--- src/rtl/core/spq_pkg.sv ---
`default_nettype none
package spq_pkg;

  // default queue depth
  localparam int unsigned DEFAULT_CAPACITY = 64;

  localparam int unsigned TAG_W   = 16;
  localparam int unsigned SIZE_W  = 31;
  localparam int unsigned PRIO_W  = 8;
  localparam int unsigned COUNT_W = 7;
  localparam int unsigned TOTAL_W = 37;
  localparam int unsigned SUM_W   = 38;

  typedef enum logic {
    OP_ENQ = 1'b0,
    OP_DEQ = 1'b1
  } op_e;

  typedef enum logic [1:0] {
    STATUS_OK    = 2'd0,
    STATUS_EMPTY = 2'd1,
    STATUS_FULL  = 2'd2
  } status_e;

  typedef struct packed {
    op_e               opcode;
    logic [TAG_W-1:0]  entry_tag;
    logic [SIZE_W-1:0] entry_size;
    logic [PRIO_W-1:0] entry_priority;
  } in_item_t;

  typedef struct packed {
    status_e            status;
    logic [TAG_W-1:0]   out_tag;
    logic [SIZE_W-1:0]  out_size;
    logic [PRIO_W-1:0]  out_priority;
    logic [COUNT_W-1:0] entry_count;
    logic [TOTAL_W-1:0] size_total;
  } out_item_t;

  // one stored job entry
  typedef struct packed {
    logic [TAG_W-1:0]  tag;
    logic [SIZE_W-1:0] size;
    logic [PRIO_W-1:0] prio;
  } entry_t;

  localparam int unsigned ENTRY_W = $bits(entry_t);

endpackage
`default_nettype wire

--- src/rtl/core/stable_priority_queue_with_size_sum.sv ---
// Stable priority queue of job entries (tag, size, priority) with a running
// sum of held sizes. An enqueue places the entry behind every held entry of
// greater or equal priority, so equal priorities leave in arrival order; a
// dequeue returns the head entry. Every input item gives exactly one result
// item carrying the status, the dequeued entry (zero otherwise), the count of
// held entries and the size total after the operation. The entries live in a
// single one-read one-write RAM used as a ring with a moving head, so a
// dequeue passes from accept to result register through read, update and
// hand-over (ST_IDLE, ST_DEQ, ST_RESP). An enqueue walks from the tail
// towards the head, moving one entry back by one place per cycle until it
// meets an entry of greater or equal priority. Enqueue on a full queue and
// dequeue on an empty one go from ST_IDLE straight to ST_RESP. The RAM port
// sets the rate of one entry moved per cycle. One item is worked on at a
// time; a new item is taken while the previous result still waits on a
// stalled output. No clearing pass after reset is needed.
`default_nettype none
module stable_priority_queue_with_size_sum #(
  parameter int unsigned CAPACITY = spq_pkg::DEFAULT_CAPACITY
) (
  input  logic                 clk_i,
  input  logic                 rst_ni,
  input  logic                 in_valid_i,
  input  spq_pkg::in_item_t    in_item_i,
  output logic                 in_stall_o,
  output logic                 out_valid_o,
  input  logic                 out_stall_i,
  output spq_pkg::out_item_t   out_item_o
);

  localparam int unsigned IW = $clog2(CAPACITY);
  localparam int unsigned CW = $clog2(CAPACITY + 1);
  localparam logic [IW:0]   CapWrap = (IW + 1)'(CAPACITY);
  localparam logic [CW-1:0] CapCount = CW'(CAPACITY);

  // sequencer states, one-hot
  typedef enum logic [4:0] {
    ST_IDLE = 5'b00001,
    ST_WALK = 5'b00010,
    ST_LAST = 5'b00100,
    ST_DEQ  = 5'b01000,
    ST_RESP = 5'b10000
  } state_e;

  state_e                     state_q, state_d;
  logic [IW-1:0]              head_q, head_d;     // ring position of the queue head
  logic [IW-1:0]              walk_q, walk_d;     // logical index being read in the walk
  logic [CW-1:0]              count_q, count_d;
  logic [spq_pkg::SUM_W-1:0]  sum_q, sum_d;
  spq_pkg::entry_t            new_q, new_d;       // entry being inserted
  spq_pkg::out_item_t         res_q, res_d;       // finished result, waiting for the output stage
  spq_pkg::out_item_t         out_q, out_d;
  logic                       out_valid_q, out_valid_d;

  logic                       ram_we;
  logic [IW-1:0]              ram_waddr, ram_raddr;
  spq_pkg::entry_t            ram_wdata, ram_rdata;

  logic                       in_accept;
  logic                       out_free;

  // logical queue position to ring address
  function automatic logic [IW-1:0] ring_addr(input logic [IW-1:0] base,
                                              input logic [IW-1:0] offs);
    logic [IW:0] s;
    s = {1'b0, base} + {1'b0, offs};
    if (s >= CapWrap) begin
      s = s - CapWrap;
    end
    return s[IW-1:0];
  endfunction

  spq_ram #(
    .Width (spq_pkg::ENTRY_W),
    .Depth (CAPACITY)
  ) u_store (
    .clk_i   (clk_i),
    .we_i    (ram_we),
    .waddr_i (ram_waddr),
    .wdata_i (ram_wdata),
    .raddr_i (ram_raddr),
    .rdata_o (ram_rdata)
  );

  assign in_stall_o  = (state_q != ST_IDLE);
  assign in_accept   = in_valid_i && !in_stall_o;
  assign out_free    = !out_valid_q || !out_stall_i;
  assign out_valid_o = out_valid_q;
  assign out_item_o  = out_q;

  always_comb begin
    state_d     = state_q;
    head_d      = head_q;
    walk_d      = walk_q;
    count_d     = count_q;
    sum_d       = sum_q;
    new_d       = new_q;
    res_d       = res_q;
    out_d       = out_q;
    out_valid_d = out_valid_q;
    ram_we      = 1'b0;
    ram_waddr   = head_q;
    ram_wdata   = new_q;
    ram_raddr   = head_q;

    // output stage drains when taken
    if (out_valid_q && !out_stall_i) begin
      out_valid_d = 1'b0;
    end

    case (state_q)
      ST_IDLE: begin
        if (in_accept) begin
          res_d.out_tag      = '0;
          res_d.out_size     = '0;
          res_d.out_priority = '0;
          res_d.entry_count  = spq_pkg::COUNT_W'(count_q);
          res_d.size_total   = sum_q[spq_pkg::TOTAL_W-1:0];
          if (in_item_i.opcode == spq_pkg::OP_ENQ) begin
            if (count_q == CapCount) begin
              // full: entry dropped
              res_d.status = spq_pkg::STATUS_FULL;
              state_d      = ST_RESP;
            end else begin
              new_d.tag          = in_item_i.entry_tag;
              new_d.size         = in_item_i.entry_size;
              new_d.prio         = in_item_i.entry_priority;
              count_d            = count_q + 1'b1;
              sum_d              = sum_q + {{(spq_pkg::SUM_W - spq_pkg::SIZE_W){1'b0}},
                                            in_item_i.entry_size};
              res_d.status       = spq_pkg::STATUS_OK;
              res_d.entry_count  = spq_pkg::COUNT_W'(count_d);
              res_d.size_total   = sum_d[spq_pkg::TOTAL_W-1:0];
              if (count_q == '0) begin
                // empty queue: write straight at the head
                ram_we    = 1'b1;
                ram_waddr = head_q;
                ram_wdata = new_d;
                state_d   = ST_RESP;
              end else begin
                // start the walk at the tail
                walk_d    = IW'(count_q - 1'b1);
                ram_raddr = ring_addr(head_q, walk_d);
                state_d   = ST_WALK;
              end
            end
          end else begin
            if (count_q == '0) begin
              res_d.status = spq_pkg::STATUS_EMPTY;
              state_d      = ST_RESP;
            end else begin
              ram_raddr = head_q;
              state_d   = ST_DEQ;
            end
          end
        end
      end

      ST_WALK: begin
        // ram_rdata holds the entry at logical index walk_q
        ram_we    = 1'b1;
        ram_waddr = ring_addr(head_q, walk_q + 1'b1);
        if (ram_rdata.prio >= new_q.prio) begin
          ram_wdata = new_q;
          state_d   = ST_RESP;
        end else begin
          ram_wdata = ram_rdata;
          if (walk_q == '0) begin
            state_d = ST_LAST;
          end else begin
            walk_d    = walk_q - 1'b1;
            ram_raddr = ring_addr(head_q, walk_d);
          end
        end
      end

      ST_LAST: begin
        // every held entry ranks lower: new entry becomes the head
        ram_we    = 1'b1;
        ram_waddr = head_q;
        ram_wdata = new_q;
        state_d   = ST_RESP;
      end

      ST_DEQ: begin
        count_d            = count_q - 1'b1;
        sum_d              = sum_q - {{(spq_pkg::SUM_W - spq_pkg::SIZE_W){1'b0}},
                                      ram_rdata.size};
        head_d             = ring_addr(head_q, IW'(1));
        res_d.status       = spq_pkg::STATUS_OK;
        res_d.out_tag      = ram_rdata.tag;
        res_d.out_size     = ram_rdata.size;
        res_d.out_priority = ram_rdata.prio;
        res_d.entry_count  = spq_pkg::COUNT_W'(count_d);
        res_d.size_total   = sum_d[spq_pkg::TOTAL_W-1:0];
        state_d            = ST_RESP;
      end

      ST_RESP: begin
        if (out_free) begin
          out_d       = res_q;
          out_valid_d = 1'b1;
          state_d     = ST_IDLE;
        end
      end

      default: begin
        state_d = ST_IDLE;
      end
    endcase
  end

  always_ff @(posedge clk_i or negedge rst_ni) begin
    if (!rst_ni) begin
      state_q     <= ST_IDLE;
      head_q      <= '0;
      walk_q      <= '0;
      count_q     <= '0;
      sum_q       <= '0;
      out_valid_q <= 1'b0;
    end else begin
      state_q     <= state_d;
      head_q      <= head_d;
      walk_q      <= walk_d;
      count_q     <= count_d;
      sum_q       <= sum_d;
      out_valid_q <= out_valid_d;
    end
  end

  always_ff @(posedge clk_i) begin
    new_q <= new_d;
    res_q <= res_d;
    out_q <= out_d;
  end

endmodule
`default_nettype wire

--- src/rtl/core/spq_ram.sv ---
`default_nettype none
module spq_ram #(
  parameter int unsigned Width = spq_pkg::ENTRY_W,
  parameter int unsigned Depth = spq_pkg::DEFAULT_CAPACITY
) (
  input  logic                     clk_i,
  input  logic                     we_i,
  input  logic [$clog2(Depth)-1:0] waddr_i,
  input  logic [Width-1:0]         wdata_i,
  input  logic [$clog2(Depth)-1:0] raddr_i,
  output logic [Width-1:0]         rdata_o
);

  logic [Width-1:0] mem_q [Depth];

  always_ff @(posedge clk_i) begin
    if (we_i) begin
      mem_q[waddr_i] <= wdata_i;
    end
    rdata_o <= mem_q[raddr_i];
  end

endmodule
`default_nettype wire

--- config.mk ---
export PLATFORM = sky130hd
export DESIGN_NAME = stable_priority_queue_with_size_sum
export DESIGN_NICKNAME = d
export VERILOG_FILES = /design/src/rtl/core/spq_pkg.sv /design/src/rtl/core/stable_priority_queue_with_size_sum.sv /design/src/rtl/core/spq_ram.sv
export SDC_FILE = /design/constraint.sdc
export NUM_CORES = 2
export LEC_CHECK = 0
export ABC_CLOCK_PERIOD_IN_PS = 8400
export BUFFER_PORTS_ARGS = -buffer_cell sky130_fd_sc_hd__clkbuf_2
export CORE_ASPECT_RATIO = 1.5
export CORE_MARGIN = 2
export CORE_UTILIZATION = 50
export CTS_BUF_LIST = sky130_fd_sc_hd__clkbuf_8 sky130_fd_sc_hd__clkbuf_16
export DETAILED_ROUTE_END_ITERATION = 16
export PLACE_DENSITY = 0.65
export SYNTH_ARGS = -nofsm -noshare
export SYNTH_HDL_FRONTEND = slang
export SYNTH_SLANG_ARGS = --single-unit
--- constraint.sdc ---
create_clock -name clk_i -period 8.4 [get_ports clk_i]
set_input_delay 1.26 -clock clk_i [delete_from_list [all_inputs] [get_ports clk_i]]
set_output_delay 1.26 -clock clk_i [all_outputs]
set_load 0.02 [all_outputs]
==> flow_summary.toml <==
[yosys]
synth.avg_cell_area_um2 = 15.13
syn_inst = 10120
ys_seq_area_share_pct = 75.81
netlist_area_um2 = 153100
yosys.area.top_type_share_pct = 74.08
yosysWarnings = 0
synth_edf_count = 3777
syn-num-nets = 10270
synth_seq_cells = 3894
yosysTopAreaCell = "edfxtp_1"
async_flop_share_pct = 1.592
ys_types = 84
synth_area_leaders = "edfxtp_1, nand2_1, mux4_2"
synth_top_flop_cell = "edfxtp_1"

[setup_path]
worstPathMaxFanout = 84
startpoint_type = "flip-flop"
required_ns = 9.12
cp_data_arrival_time_ns = 6.88
slowest_stage = "nor3_4"
ff2ff_path_depth = 12
worst-path-buf-inv = 1
cpPeakStageDelay_ns = 0.84
cp-end-kind = "flip-flop"
worstSetupPathType = "reg -> reg"
crit_chain = "ha_1, a21o_1, a221oi_1, o21ai_1, nor2_2, mux2_8, nor3_4, buf_12, nand3_1, nand4_1, a211oi_1, or4_1"
cp.depth = 12
crit_family = "simple AND/OR/NAND/NOR gates"

[min_path]
hold_depth = 0
hold_class = "reg -> reg"

[placed_design]
port_buffers = 162
routabilityCongestion = 0.9006
hpwl_um = 258500

[final_layout]
area_delta_synth_final_pct = 11.80
final_common_cell = "edfxtp_1"
drive_above_1_share_pct = 12.03
final_cell_mix = "edfxtp_1, nand2_1, nand3_1"
final_util_pct = 56.23
fin_nets = 10480
n_fill_cell = 23220

[floorplanning]
die_height_um = 681.7
initial_core_util_pct = 50.30
die_width_um = 455.8
rows = 248
dieArea_um2 = 310700
coreArea_um2 = 304400
boundaryPins = 163

[grt]
antenna_found_initial = 18
grt_max_degree = 162
grt_pass1_vias = 90950
grt_use_total_pct = 30.09
grt_pass1_wl_um = 668100
gr-total-overflow = 0

[clocking]
clock_latency_ns = 0.93
cts_num_sinks = 3894
cts_root_buf = "clkbuf_16"
cts-htree-levels = 5
hold_buffers = 0
cts_buffers = 345
ctsResizeCount = 0
path_clk_slew_ns = 0.07
cts_tree = "done"
clock_path_buffers = 4
post_cts_buffers = 0

[drt]
drc_errors = 0
dr.pass1.iters = 12
drt_iter0_markers = 14250
wl_um = 477300
wl_per_cell_um = 32.68
ant_nets = 0
num_vias = 94020
vias_per_cell = 6.439

[sta]
finalCritPeriodShare_pct = 73.34
setup_viol = 0
fin_crit_ns = 6.161
tns_ns = 0
drv_slew = 0
hold_viol = 0
clock_skew_ns = 0.04379
max_slew_margin_pct = 5.885
rsz0062_at_grt = "false"
worst_slew_pin_slew_ns = 1.408
finalHoldWorstSlack_ns = 0.4048
timing.fmax_mhz = 162.3

[pwr]
p_leak_uw = 0.05696
power_frac_clock_pct = 25.0
total_power_uw = 64120
irDropWorstVdd_mv = 0.4097
power_frac_comb_pct = 35.5
swShare_pct = 37.11
p_sw_uw = 23790
p_int_uw = 40320
seq_power_share_pct = 39.4
p_per_area_nw_per_um2 = 374.6

[run]
drv_cap = 0

[outcome]
status = "finished clean"
-- synthesized netlist by cell type, types with 33 or more instances --
cell,number
a211oi_1,211
a21o_1,37
a21oi_1,94
a221oi_1,34
a222oi_1,55
a32oi_1,197
buf_1,56
buf_2,181
clkbuf_1,321
dfrtp_1,61
dfxtp_1,55
edfxtp_1,3777
ha_1,89
inv_1,121
mux2i_1,342
mux4_2,196
nand2_1,2183
nand3_1,827
nand4_1,218
nor2_1,233
nor3_1,33
o21ai_0,274
or4_1,49
xnor2_1,72
-- power by group through the flow --
stage | Combinational (uW) | Sequential (uW) | Clock, uW
after floorplan | 15000 | 25200 | 0
after global placement | 22000 | 25600 | 0
after detailed placement | 22400 | 25600 | 0
after CTS | 22500 | 25200 | 16100
after global routing | 24200 | 25300 | 16900
final | 22800 | 25300 | 16000
-- worst paths after layout --
kind | startpoint | to | slack, ns
worst max register to register | u_store.rdata_o[6] | u_store.rdata_o[2] | 2.24
worst min register to register | res_q[50] | out_item_o[50] | 0.40
max in group asynchronous | rst_ni | sum_q[2] | 7.15
min in group asynchronous | rst_ni | sum_q[29] | 0.58
worst max-delay path | u_store.rdata_o[6] | u_store.rdata_o[2] | 2.24
worst min-delay path | res_q[50] | out_item_o[50] | 0.40
-- sequential cells by signal (all words and copies together) (netlist names) --
register         flops
sum_q               37
res_q              101
head_q               6
out_item_o         101
u_store.mem_q     3520
walk_q               6
state_q              5
new_q               55
out_valid_o          1
u_store.rdata_o     55
count_q              7
-- metal layers --
layer / global-route usage (%) / vias up / share of wire, %
met2: 49.91 / 5962 / 48
li1: - / 39000 / -
met3: 5.756 / 1303 / 11
met1: 37.34 / 47740 / 35
met5: 0 / - / 0.011
met4: 16.60 / 8 / 6.3
-- stage by stage --
step / area (um^2) / setup slack [ns] / instances
5_1_grt: 171200 / 2.081 / 14600
2_1_floorplan: 153100 / 1.777 / 10120
3_3_place_gp: 159900 / 2.397 / 13980
3_5_place_dp: 159900 / 2.362 / 13980
4_1_cts: 171200 / 2.352 / 14600
6_report: 171200 / 2.240 / 14600
-- cells by family after synthesis --
kind of cell    after synthesis  synth area share [%]
fa+ha+maj                    94                0.7927
buf+inv                     710                 1.984
simple gates               3647                 10.32
mux                         569                 5.347
flops                      3894                 75.81
compound gates             1104                 5.172
xor+xnor                     99                0.5663
-- layout make-up --
type                       instances  area, um^2  share of cell area (%)
tap                             4000        5005                   2.924
inverter                         122       460.4                  0.2690
clock buffer                     365        8976                   5.244
antenna                            5       12.51                0.007310
multi-input combinational       5513       34660                   20.25
sequential                      3894      116100                   67.81
timing repair buffer             447        3701                   2.162
clock inverter                   256        2288                   1.337
Power figures use the tool's default switching activity.
